### src/rtl/nsd_pkg.sv
`default_nettype none

package nsd_pkg;

  localparam int PIXEL_W   = 8;
  localparam int INDEX_W   = 12;
  localparam int HS_W      = 7;
  localparam int MODE_W    = 2;
  localparam int CFG_IDX_W = 2;

  // Register indexes on the configuration port
  localparam logic [CFG_IDX_W-1:0] REG_HASH_SIZE = 2'd0;
  localparam logic [CFG_IDX_W-1:0] REG_MODE      = 2'd1;

  // Operating modes
  localparam logic [MODE_W-1:0] MODE_EIGHT  = 2'd0;
  localparam logic [MODE_W-1:0] MODE_HORIZ  = 2'd1;
  localparam logic [MODE_W-1:0] MODE_VERT   = 2'd2;
  localparam logic [MODE_W-1:0] MODE_UNUSED = 2'd3;

  localparam logic [HS_W-1:0] HASH_SIZE_RESET = 7'd8;

  // One accepted pixel with its frame bookkeeping
  typedef struct packed {
    logic [PIXEL_W-1:0] pixel;
    logic [MODE_W-1:0]  mode;
    logic               emit;
    logic               last;
    logic [INDEX_W-1:0] index;
  } nsd_item_t;

  // One descriptor element
  typedef struct packed {
    logic [PIXEL_W-1:0] sign_bits;
    logic [INDEX_W-1:0] element_index;
    logic               last;
  } nsd_result_t;

endpackage

`default_nettype wire

### src/rtl/nsd_intf.sv
`default_nettype none

interface nsd_pixel_if import nsd_pkg::*; ();
  logic               valid;
  logic               ready;
  logic [PIXEL_W-1:0] pixel;
  modport source (output valid, output pixel, input ready);
  modport sink (input valid, input pixel, output ready);
endinterface

interface nsd_result_if import nsd_pkg::*; ();
  logic               valid;
  logic               ready;
  logic [PIXEL_W-1:0] sign_bits;
  logic [INDEX_W-1:0] element_index;
  logic               last;
  modport source (output valid, output sign_bits, output element_index, output last,
                  input ready);
  modport sink (input valid, input sign_bits, input element_index, input last,
                output ready);
endinterface

interface nsd_cfg_if import nsd_pkg::*; ();
  logic                 valid;
  logic                 ready;
  logic [CFG_IDX_W-1:0] index;
  logic [HS_W-1:0]      data;
  modport source (output valid, output index, output data, input ready);
  modport sink (input valid, input index, input data, output ready);
endinterface

`default_nettype wire

### src/rtl/neighbor_sign_descriptor.sv
`default_nettype none
// Channel  | Role   | Payload
// ---------+--------+--------------------------------------------
// cfg      | sink   | index (0 hash_size, 1 mode), data [6:0]
// pixels   | sink   | pixel [7:0], raster order
// results  | source | sign_bits [7:0], element_index [11:0], last
//
// One pixel per cycle sustained while results are taken; a pixel's line entry is
// read at acceptance and written back from the hold stage, with forwarding between
// neighbors, and its element is then presented from the output register.
// Reset (rst, synchronous) restores hash_size 8, mode 0 and a fresh frame.
// A stalled results channel holds the output register and, once an element
// is due behind it, backs up into pixels.ready. cfg is always ready.

module neighbor_sign_descriptor import nsd_pkg::*; #(
  parameter int MAX_HASH_SIZE = 64
) (
  input  wire logic     clk,
  input  wire logic     rst,
  nsd_cfg_if.sink       cfg,
  nsd_pixel_if.sink     pixels,
  nsd_result_if.source  results
);

  localparam int DEPTH = MAX_HASH_SIZE + 2;
  localparam int AW    = $clog2(DEPTH);
  localparam int NW    = $clog2(MAX_HASH_SIZE + 3);

  logic                 accept;
  logic                 in_ready;
  nsd_item_t            item;
  logic [AW-1:0]        raddr;
  logic [2*PIXEL_W-1:0] rdata;
  logic                 we;
  logic [AW-1:0]        waddr;
  logic [2*PIXEL_W-1:0] wdata;
  nsd_result_t          res;

  assign cfg.ready    = 1'b1;
  assign pixels.ready = in_ready;
  assign accept       = pixels.valid && in_ready;

  nsd_front #(
    .MAX_HASH_SIZE (MAX_HASH_SIZE),
    .NW            (NW),
    .AW            (AW)
  ) u_front (
    .clk       (clk),
    .rst       (rst),
    .cfg_we    (cfg.valid),
    .cfg_index (cfg.index),
    .cfg_data  (cfg.data),
    .accept    (accept),
    .pixel     (pixels.pixel),
    .item      (item),
    .addr      (raddr)
  );

  // Both line stores share one entry per column: {older, previous}
  nsd_ram #(
    .WIDTH (2 * PIXEL_W),
    .DEPTH (DEPTH)
  ) u_lines (
    .clk   (clk),
    .we    (we),
    .waddr (waddr),
    .wdata (wdata),
    .re    (accept),
    .raddr (raddr),
    .rdata (rdata)
  );

  nsd_window #(
    .AW (AW)
  ) u_window (
    .clk       (clk),
    .rst       (rst),
    .in_valid  (pixels.valid),
    .in_ready  (in_ready),
    .item_in   (item),
    .addr_in   (raddr),
    .rdata     (rdata),
    .we        (we),
    .waddr     (waddr),
    .wdata     (wdata),
    .res_valid (results.valid),
    .res_ready (results.ready),
    .res       (res)
  );

  assign results.sign_bits     = res.sign_bits;
  assign results.element_index = res.element_index;
  assign results.last          = res.last;

endmodule

`default_nettype wire

### src/rtl/nsd_ram.sv
`default_nettype none

module nsd_ram #(
  parameter int WIDTH = 16,
  parameter int DEPTH = 66
) (
  input  wire logic                     clk,
  input  wire logic                     we,
  input  wire logic [$clog2(DEPTH)-1:0] waddr,
  input  wire logic [WIDTH-1:0]         wdata,
  input  wire logic                     re,
  input  wire logic [$clog2(DEPTH)-1:0] raddr,
  output logic      [WIDTH-1:0]         rdata
);

  logic [WIDTH-1:0] mem [DEPTH];

  // Write port and registered read port
  always_ff @(posedge clk) begin
    if (we) begin
      mem[waddr] <= wdata;
    end
    if (re) begin
      rdata <= mem[raddr];
    end
  end

endmodule

`default_nettype wire

### src/rtl/nsd_front.sv
`default_nettype none

module nsd_front import nsd_pkg::*; #(
  parameter int MAX_HASH_SIZE = 64,
  parameter int NW = 7,
  parameter int AW = 7
) (
  input  wire logic                 clk,
  input  wire logic                 rst,
  input  wire logic                 cfg_we,
  input  wire logic [CFG_IDX_W-1:0] cfg_index,
  input  wire logic [HS_W-1:0]      cfg_data,
  input  wire logic                 accept,
  input  wire logic [PIXEL_W-1:0]   pixel,
  output nsd_item_t                 item,
  output logic      [AW-1:0]        addr
);

  logic [HS_W-1:0]    hash_size;
  logic [MODE_W-1:0]  mode;
  logic [NW-1:0]      col;
  logic [NW-1:0]      row;
  logic [INDEX_W-1:0] element_count;

  logic [NW-1:0]     n;
  logic [NW-1:0]     w;
  logic [NW-1:0]     h;
  logic [MODE_W-1:0] m;
  logic              emit;
  logic              frame_end;

  // Clamp the side length into its legal range
  always_comb begin
    if (hash_size == '0) begin
      n = NW'(1);
    end else if (32'(hash_size) > 32'(MAX_HASH_SIZE)) begin
      n = NW'(MAX_HASH_SIZE);
    end else begin
      n = NW'(hash_size);
    end
  end

  // Grid shape and emit condition per mode
  always_comb begin
    m = (mode == MODE_UNUSED) ? MODE_EIGHT : mode;
    case (m)
      MODE_HORIZ: begin
        w    = n + NW'(1);
        h    = n;
        emit = (col >= NW'(1));
      end
      MODE_VERT: begin
        w    = n;
        h    = n + NW'(1);
        emit = (row >= NW'(1));
      end
      default: begin
        w    = n + NW'(2);
        h    = n + NW'(2);
        emit = (row >= NW'(2)) && (col >= NW'(2));
      end
    endcase
    frame_end = (row == h - NW'(1)) && (col == w - NW'(1));
  end

  assign item.pixel = pixel;
  assign item.mode  = m;
  assign item.emit  = emit;
  assign item.last  = frame_end;
  assign item.index = element_count;
  assign addr       = col[AW-1:0];

  // Hold registers; restart the frame on a write to either register; advance on accept
  always_ff @(posedge clk) begin
    if (rst) begin
      hash_size     <= HASH_SIZE_RESET;
      mode          <= MODE_EIGHT;
      col           <= '0;
      row           <= '0;
      element_count <= '0;
    end else if (cfg_we && (cfg_index == REG_HASH_SIZE || cfg_index == REG_MODE)) begin
      if (cfg_index == REG_HASH_SIZE) begin
        hash_size <= cfg_data;
      end else begin
        mode <= cfg_data[MODE_W-1:0];
      end
      col           <= '0;
      row           <= '0;
      element_count <= '0;
    end else if (accept) begin
      if (frame_end) begin
        col           <= '0;
        row           <= '0;
        element_count <= '0;
      end else begin
        if (emit) begin
          element_count <= element_count + INDEX_W'(1);
        end
        if (col == w - NW'(1)) begin
          col <= '0;
          row <= row + NW'(1);
        end else begin
          col <= col + NW'(1);
        end
      end
    end
  end

endmodule

`default_nettype wire

### src/rtl/nsd_window.sv
`default_nettype none

module nsd_window import nsd_pkg::*; #(
  parameter int AW = 7
) (
  input  wire logic                   clk,
  input  wire logic                   rst,
  input  wire logic                   in_valid,
  output logic                        in_ready,
  input  wire nsd_item_t              item_in,
  input  wire logic      [AW-1:0]     addr_in,
  input  wire logic      [2*PIXEL_W-1:0] rdata,
  output logic                        we,
  output logic           [AW-1:0]     waddr,
  output logic           [2*PIXEL_W-1:0] wdata,
  output logic                        res_valid,
  input  wire logic                   res_ready,
  output nsd_result_t                 res
);

  logic                   s1_valid;
  nsd_item_t              s1_item;
  logic [AW-1:0]          s1_addr;
  logic                   fwd_valid;
  logic [AW-1:0]          fwd_addr;
  logic [2*PIXEL_W-1:0]   fwd_data;
  logic [PIXEL_W-1:0]     win_mid [3];
  logic [PIXEL_W-1:0]     win_right [3];

  logic                   s1_adv;
  logic [2*PIXEL_W-1:0]   line;
  logic [PIXEL_W-1:0]     older_rd;
  logic [PIXEL_W-1:0]     prev_rd;
  logic [PIXEL_W-1:0]     ctr;
  logic [PIXEL_W-1:0]     bits;

  // Advance when the output register can take the element or none is due
  assign s1_adv   = s1_valid && (!s1_item.emit || !res_valid || res_ready);
  assign in_ready = !s1_valid || s1_adv;

  // Forward the last write when it hits the entry just read
  assign line     = (fwd_valid && fwd_addr == s1_addr) ? fwd_data : rdata;
  assign older_rd = line[2*PIXEL_W-1:PIXEL_W];
  assign prev_rd  = line[PIXEL_W-1:0];
  assign ctr      = win_right[1];

  // Write back the shifted column
  assign we    = s1_adv;
  assign waddr = s1_addr;
  assign wdata = {prev_rd, s1_item.pixel};

  // Compare against the shifted window
  always_comb begin
    bits = '0;
    case (s1_item.mode)
      MODE_HORIZ: begin
        bits[0] = win_right[2] > s1_item.pixel;
      end
      MODE_VERT: begin
        bits[0] = prev_rd > s1_item.pixel;
      end
      default: begin
        bits[0] = ctr > prev_rd;
        bits[1] = ctr > win_mid[1];
        bits[2] = ctr > win_right[2];
        bits[3] = ctr > win_right[0];
        bits[4] = ctr > s1_item.pixel;
        bits[5] = ctr > older_rd;
        bits[6] = ctr > win_mid[2];
        bits[7] = ctr > win_mid[0];
      end
    endcase
  end

  // Hold the pixel in flight while its line entry is read
  always_ff @(posedge clk) begin
    if (rst) begin
      s1_valid <= 1'b0;
    end else if (in_ready) begin
      s1_valid <= in_valid;
    end
  end

  always_ff @(posedge clk) begin
    if (in_ready && in_valid) begin
      s1_item <= item_in;
      s1_addr <= addr_in;
    end
  end

  // Track the most recent line write
  always_ff @(posedge clk) begin
    if (rst) begin
      fwd_valid <= 1'b0;
    end else if (s1_adv) begin
      fwd_valid <= 1'b1;
    end
  end

  always_ff @(posedge clk) begin
    if (s1_adv) begin
      fwd_addr     <= s1_addr;
      fwd_data     <= wdata;
      win_mid[0]   <= win_right[0];
      win_mid[1]   <= win_right[1];
      win_mid[2]   <= win_right[2];
      win_right[0] <= older_rd;
      win_right[1] <= prev_rd;
      win_right[2] <= s1_item.pixel;
    end
  end

  // Output register: load on a due element, drop once taken
  always_ff @(posedge clk) begin
    if (rst) begin
      res_valid <= 1'b0;
    end else if (s1_adv && s1_item.emit) begin
      res_valid <= 1'b1;
    end else if (res_ready) begin
      res_valid <= 1'b0;
    end
  end

  always_ff @(posedge clk) begin
    if (s1_adv && s1_item.emit) begin
      res.sign_bits     <= bits;
      res.element_index <= s1_item.index;
      res.last          <= s1_item.last;
    end
  end

endmodule

`default_nettype wire

### src/flat_wrapper.sv
// flat-port wrapper written by rule: the top's interface ports become plain ports
module neighbor_sign_descriptor_flat import nsd_pkg::*;
#(
  parameter int MAX_HASH_SIZE = 64
)
  (clk, rst, cfg_valid, cfg_index, cfg_data, cfg_ready, pixels_valid, pixels_pixel, pixels_ready, results_valid, results_sign_bits, results_element_index, results_last, results_ready);
  nsd_cfg_if cfg_i ();
  nsd_pixel_if pixels_i ();
  nsd_result_if results_i ();
  input  wire logic clk;
  input  wire logic rst;
  input wire logic [$bits(cfg_i.valid)-1:0] cfg_valid;
  input wire logic [$bits(cfg_i.index)-1:0] cfg_index;
  input wire logic [$bits(cfg_i.data)-1:0] cfg_data;
  output wire logic [$bits(cfg_i.ready)-1:0] cfg_ready;
  input wire logic [$bits(pixels_i.valid)-1:0] pixels_valid;
  input wire logic [$bits(pixels_i.pixel)-1:0] pixels_pixel;
  output wire logic [$bits(pixels_i.ready)-1:0] pixels_ready;
  output wire logic [$bits(results_i.valid)-1:0] results_valid;
  output wire logic [$bits(results_i.sign_bits)-1:0] results_sign_bits;
  output wire logic [$bits(results_i.element_index)-1:0] results_element_index;
  output wire logic [$bits(results_i.last)-1:0] results_last;
  input wire logic [$bits(results_i.ready)-1:0] results_ready;
  assign cfg_i.valid = cfg_valid;
  assign cfg_i.index = cfg_index;
  assign cfg_i.data = cfg_data;
  assign cfg_ready = cfg_i.ready;
  assign pixels_i.valid = pixels_valid;
  assign pixels_i.pixel = pixels_pixel;
  assign pixels_ready = pixels_i.ready;
  assign results_valid = results_i.valid;
  assign results_sign_bits = results_i.sign_bits;
  assign results_element_index = results_i.element_index;
  assign results_last = results_i.last;
  assign results_i.ready = results_ready;
  neighbor_sign_descriptor #(.MAX_HASH_SIZE(MAX_HASH_SIZE)) u_core (.clk(clk), .rst(rst), .cfg(cfg_i), .pixels(pixels_i), .results(results_i));
endmodule
### config.mk
export PLATFORM = sky130hd
export DESIGN_NAME = neighbor_sign_descriptor_flat
export DESIGN_NICKNAME = d
export VERILOG_FILES = /design/src/rtl/nsd_pkg.sv /design/src/rtl/nsd_intf.sv /design/src/rtl/neighbor_sign_descriptor.sv /design/src/rtl/nsd_ram.sv /design/src/rtl/nsd_front.sv /design/src/rtl/nsd_window.sv /design/src/flat_wrapper.sv
export SDC_FILE = /design/constraint.sdc
export NUM_CORES = 1
export LEC_CHECK = 0
export BUFFER_PORTS_ARGS = -buffer_cell sky130_fd_sc_hd__buf_2
export CORE_MARGIN = 5
export CORE_UTILIZATION = 35
export DETAILED_ROUTE_END_ITERATION = 12
export PLACE_DENSITY_LB_ADDON = 0.05
export SETUP_SLACK_MARGIN = 0.5
export SLEW_MARGIN = 10
export SYNTH_ARGS = -nofsm -noshare
export SYNTH_HDL_FRONTEND = slang
export SYNTH_SLANG_ARGS = --single-unit
### constraint.sdc
create_clock -name clk -period 7.61 [get_ports clk]
set_input_delay 0.761 -clock clk [delete_from_list [all_inputs] [get_ports clk]]
set_output_delay 0.761 -clock clk [all_outputs]
set_load 0.02 [all_outputs]
==> results of run 1 <==
[sequential cells by signal, summed over array words and instances (netlist names), 8 cells and up]
signal                        cells
u_core.u_window.res              21
u_core.u_window.fwd_data         15
u_core.u_window.win_right         9
u_core.u_front.element_count     12
u_core.u_window.wdata             8
u_core.u_window.s1_item          16
u_core.u_window.win_mid          24
u_core.u_lines.rdata             16
u_core.u_lines.mem             1056
[power by group]
group	switching (mW)	total [mW]	internal, mW	leakage (nW)
registers	0.0457	7.45	7.41	11.0
logic	0.452	0.765	0.314	4.70
clock network	2.67	6.26	3.59	2.05
total	3.16	14.5	11.3	17.7
[through the flow]
step	cells	utilization [%]	hold slack, ps	total power [mW]
after floorplan	2365	-	400	8.09
after global placement	4279	37.3	401	8.36
after detailed placement	4279	37.3	405	8.38
after CTS	4527	40.3	91.4	14.7
after global routing	4527	40.3	118	15.0
final	4528	40.3	171	14.5
[final timing paths]
path                                                               start                                  to  slack (ps)  depth (start not counted)
worst max-delay path            u_core.u_front.hash_size[6]$_SDFFE_PP0P_  u_core.u_front.row[1]$_SDFFE_PP0P_        3160                         14
worst min-delay path                                     pixels_pixel[3]  u_core.u_window.wdata[3]$_DFFE_PP_         170                          1
worst max register to register  u_core.u_front.hash_size[6]$_SDFFE_PP0P_  u_core.u_front.row[1]$_SDFFE_PP0P_        3160                         14
worst min register to register      u_core.u_window.s1_item[9]$_DFFE_PP_   u_core.u_window.res[10]$_DFFE_PP_         420                          0
[logic make-up (layout without fill, tap and decap cells)]
group / after synthesis / after routing / synth area share [%]
buffers and inverters: 178 / 464 / 1.42
muxes: 382 / 382 / 16.4
adders and majority gates: 95 / 95 / 2.43
xor gates and xnor gates: 40 / 40 / 0.716
DFF: 1217 / 1217 / 73.9
other: 1 / 2 / 0.00766
and+or+nand+nor: 305 / 305 / 3.14
AOI/OAI and AO/OA: 147 / 147 / 2.00
[cells in the final DEF, fill, tap and decap left out, types with 22 or more instances in the layout]
cell / n
a21o_1: 23
nand4_1: 30
nor2b_1: 29
edfxtp_1: 1179
inv_1: 66
nand2_1: 28
dfxtp_1: 34
clkbuf_16: 141
buf_4: 93
a21oi_1: 44
ha_1: 95
nor2_1: 117
nand3_1: 22
o21ai_0: 26
clkinv_1: 34
clkbuf_1: 38
mux2i_1: 44
xnor2_1: 26
buf_2: 44
mux4_2: 336
[cell type report]
cell class                      instances  area, um2
Clock inverter                         68        556
Tap cell                             1876       2350
Clock buffer                          180       3680
Inverter                               76        288
Timing Repair Buffer                  140        978
Sequential cell                      1217      36200
Antenna cell                            1       2.50
Multi-Input combinational cell        970      12100
Fill cell                           12500      83000
[per-layer routing]
metal / vias to the layer above / wire (um) / GRT usage (%)
met3: 169 / 4790 / 2.84
met4: 0 / 2310 / 4.29
met2: 472 / 63200 / 29.0
met5: - / 0 / 0
met1: 12700 / 56300 / 23.8
li1: 10200 / - / -
==> flow_summary.yaml, run 1 <==
setup_path:
  cp-start-kind: "flip-flop"
  slowest_stage: "nor3_4"
  crit_arrival_ps: 5040
  critPathCaptureType: "flip-flop"
  path_max_fanout: 18
  cp.required_ps: 8200
  worstPathCellList: "inv_1, nand2_1, inv_1, ha_1, a22o_1, mux2i_1, ha_1, or2_2, a211oi_1, or4b_1, a221o_1, or2_1, nor3_4, a2111oi_0"
  timing_worst_setup_path_type: "reg2reg"
  critical_path.max_stage_delay_ps: 640
  cp_top_family: "simple AND/OR/NAND/NOR gates"
  cp_num_buf_inv: 2
drt:
  drt_pass1_iterations: 6
  vias_per_cell: 5.20
  routed_wl_um: 127000
  vias: 23500
  drt_first_iter_violations: 1810
  wl_per_cell_um: 28.0
  drc_errors: 0
  ant_nets: 0
die:
  die_area_um2: 147000
  rows: 137
  die_h_um: 384
  start_util_pct: 35.2
  io_pins: 46
  core_um2: 139000
  die_w_um: 384
place:
  placement.cell_area_um2: 51900
  dpl.hpwl_um: 71900
  gp_congestion: 0.777
  portBuffers: 44
  dp_slack_ps: 3240
clock_network:
  post_cts_buffers: 0
  clock_latency_ps: 760
  htree_levels: 4
  clockBufferDepth: 3
  cts_root_buffer: "clkbuf_16"
  cts_buffers: 139
  hold_buffers: 0
  cts_tree: "yes"
  clock-sinks: 1217
  clk_pin_slew_ps: 60
  cts_resized: 0
logic_synthesis:
  synth_nets: 2482
  yosys.area.top_type: "edfxtp_1"
  syn_inst: 2365
  synth_top_cell_area_share_pct: 72.3
  synth_seq_cells: 1217
  synth-edff-count: 1179
  yosys_warnings: 0
  yosysSeqAreaShare_pct: 73.9
  synth_cell_types: 68
  synthArstFlopShare_pct: 0
  synth_flop_cell: "edfxtp_1"
  syn-cell-area_um2: 48900
  synth_common_cells: "edfxtp_1, mux4_2, nor2_1, ha_1, inv_1"
  syn_area_per_cell_um2: 20.7
  synth_most_common_cell: "edfxtp_1"
  synth.area.top_cells: "edfxtp_1, mux4_2, ha_1"
grt:
  grt_pass1_wl_um: 182000
  grt_max_degree: 129
  track_usage_pct: 17.3
  grt-ovfl-total: 0
  antenna_found_initial: 8
  first_global_vias: 24700
timing:
  skew_ps: 20.6
  worst_slew_pin_slew_ps: 1240
  rsz0062_at_grt: "false"
  setup_tns_ps: 0
  finalHoldViolCount: 0
  post-route-min-period_ps: 4450
  setup_viol: 0
  slew_viol_final: 0
  fmax_ghz: 0.225
  fin_ws_ps: 3160
  slew_headroom_pct: 17.6
  min_period_over_period_pct: 58.4
job:
  maxCapViolCount: 0
status:
  outcome: "completed"
power_and_ir_drop:
  leakagePower_nw: 17.7
  ir_drop_mv: 0.193
  pwr_density_cell_nw_per_um2: 258
cells_and_area:
  nNetsFinal: 2661
  stdcell_area_um2: 56100
  drive_gt1_share_pct: 25.7
  syn2layout_area_growth_pct: 14.7
hold_path:
  hold_class: "in2reg"
Power figures use the tool's default switching activity.
==> run 2: changes to the inputs <==
Clock period 7.61 ns to 3.6 ns, I/O delays scaled along.
==> run 2 against run 1 <==
  * First-iteration DRC count down 5.6%
  * Clock power increased by 120%
  * The flow now finishes with violations (setup timing)
  * Non-clock buffer count grew 159
  * Cell count up 3.5%
  * Flip-flop and latch count stayed put
  * Sequential share of layout area is 3.3 points lower
==> flow_summary.yaml, run 2 (synthesized netlist as in run 1, its figures left out) <==
status:
  outcome: "finished with violations"
  violations: "setup timing"
grt:
  track_usage_pct: 17.7
  grt-ovfl-total: 0
  antenna_found_initial: 3
  grt_max_degree: 68
  grt_pass1_wl_um: 187000
  first_global_vias: 25200
power_and_ir_drop:
  totalPowerFinal_mw: 31.4
  ir_drop_mv: 0.400
  leakagePower_nw: 19.0
  pwr_density_cell_nw_per_um2: 531
setup_path:
  slowest_stage: "or4b_1"
  worstReg2RegEnd: "u_core.u_front.row[3]$_SDFFE_PP0P_"
  rrSetupSlack_ps: -40
  worst_r2r_path_depth: 15
  crit_path_end: "u_core.u_front.row[3]$_SDFFE_PP0P_"
  timing_worst_setup_path_type: "reg2reg"
  critPathLaunch: "u_core.u_front.hash_size[1]$_SDFFE_PP0P_"
  worstPathCellList: "nor4_4, a21o_1, ha_4, a22o_1, mux2i_4, ha_4, or2_2, a211oi_1, or4b_1, a221o_1, or2_4, nor3_4, buf_12, clkbuf_16, nor3_1"
  cp_common_cell: "ha_4"
  cp-start-kind: "flip-flop"
  critPathCaptureType: "flip-flop"
  path_max_fanout: 6
  cp.required_ps: 4180
  critical_path.max_stage_delay_ps: 510
  rr_startpoint: "u_core.u_front.hash_size[1]$_SDFFE_PP0P_"
  crit_arrival_ps: 4230
die:
  core_um2: 139000
  start_util_pct: 35.2
  die_w_um: 384
  die_h_um: 384
  rows: 137
  io_pins: 46
  die_area_um2: 147000
place:
  placement.cell_area_um2: 53000
  dp.cells: 4336
  gp_congestion: 0.780
  dpl.hpwl_um: 76600
  portBuffers: 44
hold_path:
  hold_class: "in2reg"
clock_network:
  htree_levels: 4
  cts_buffers: 138
  cts_tree: "yes"
  clockBufferDepth: 3
  clock_latency_ps: 750
  cts_root_buffer: "clkbuf_16"
  clock-sinks: 1217
  clk_pin_slew_ps: 60
drt:
  vias: 24200
  wl_per_cell_um: 27.8
  vias_per_cell: 5.16
  routed_wl_um: 130000
  drt_first_iter_violations: 1708
  ant_nets: 0
  drc_errors: 0
  drt_pass1_iterations: 5
cells_and_area:
  fillers: 12100
  final_common_cell: "edfxtp_1"
  syn2layout_area_growth_pct: 20.9
  nNetsFinal: 2819
  regMostFlops: "u_core.u_lines.mem"
  final_cell_mix: "edfxtp_1, mux4_2, clkbuf_16"
  stdcell_count: 4688
  largest_reg_flops: 1056
  stdcell_area_um2: 59200
  drive_gt1_share_pct: 33.0
  reg.largest.list: "u_core.u_lines.mem x1056, u_core.u_window.win_mid x24, u_core.u_window.res x21"
timing:
  worst_slew_pin_slew_ps: 975
  holdWs_ps: 142
  finalHoldViolCount: 0
  fmax_ghz: 0.274
  fin_ws_ps: -44.6
  setup_viol: 18
  slew_headroom_pct: 35.0
  rsz0062_at_grt: "true"
  post-route-min-period_ps: 3640
  min_period_over_period_pct: 101
  skew_ps: 19.3
  slew_viol_final: 0
  setup_tns_ps: -474
job:
  maxCapViolCount: 0
## run 2: cell count changes in the layout (fill, tap and decap cells not counted), sizes merged
cell / previous run / this run
buf: 140 / 265
bufinv: 5 / 6
diode: 1 / 2
clkbuf: 180 / 182
dlygate4sd3: 0 / 27
clkinvlp: 2 / 5
clkinv: 60 / 57
bufbuf: 0 / 3
inv: 77 / 78
## run 2: how the worst min path moves through the flow
stage                                           from                             endpoint  slack (ps)  cells after the start
2_1_floorplan  u_core.u_window.s1_item[12]$_DFFE_PP_     u_core.u_window.res[0]$_DFFE_PP_         400                      0
3_3_place_gp    u_core.u_window.s1_item[0]$_DFFE_PP_     u_core.u_window.res[1]$_DFFE_PP_         410                      0
3_5_place_dp    u_core.u_window.s1_item[5]$_DFFE_PP_     u_core.u_window.res[6]$_DFFE_PP_         400                      0
4_1_cts                                 cfg_index[1]  u_core.u_front.mode[0]$_SDFFE_PP0P_          70                      4
5_1_grt                                 cfg_index[1]  u_core.u_front.mode[0]$_SDFFE_PP0P_         120                      4
6_report                                cfg_index[1]  u_core.u_front.mode[0]$_SDFFE_PP0P_         140                      4
## run 2: repair_timing
| item | CTS | global route |
|---|---|---|
| resized for setup | 80 | 30 |
| pin swaps | 11 | 11 |
| hold endpoints to repair | 20 | 0 |
| setup endpoints to repair | 44 | 44 |
| setup buffers | 33 | 19 |
| hold buffers | 27 | 0 |
| gates cloned | 18 | 5 |
## run 2: routing by layer
layer / GRT usage, % / part of all wire [%]
met4: 4.07 / 1.7
met5: 0 / 0
met3: 2.72 / 3.6
met1: 25.0 / 46
met2: 29.1 / 49
## run 2: area by class of cell
cell class | count | area, um2 | area share (%)
Clock inverter | 70 | 513 | 0.867
Multi-Input combinational cell | 970 | 12700 | 21.5
Clock buffer | 178 | 3820 | 6.46
Timing Repair Buffer | 299 | 3310 | 5.59
Antenna cell | 2 | 5.00 | 0.00846
Inverter | 76 | 289 | 0.488
Tap cell | 1876 | 2350 | 3.97
Sequential cell | 1217 | 36200 | 61.1
## run 2: metrics by stage
stage / setup slack, ps / utilization, %
finish: -44.6 / 42.5
global route: -237 / 42.5
CTS: -5.27 / 42.2
detailed placement: -124 / 38.1
global placement: -35.8 / 38.1
floorplan: -118 / -
## run 2: power by group
part	switching, mW	internal, mW
Clock	5.58	7.91
Sequential	0.0629	15.7
Combinational	1.18	1.03
## run 2: critical path, delay by kind of cell, from the launching register on
| kind | cells | cell delay (ps) |
|---|---|---|
| mux | 1 | 190 |
| buf+inv | 2 | 280 |
| compound gates | 4 | 900 |
| simple gates | 6 | 1380 |
| flops | 1 | 330 |
| fa+ha+maj | 2 | 390 |
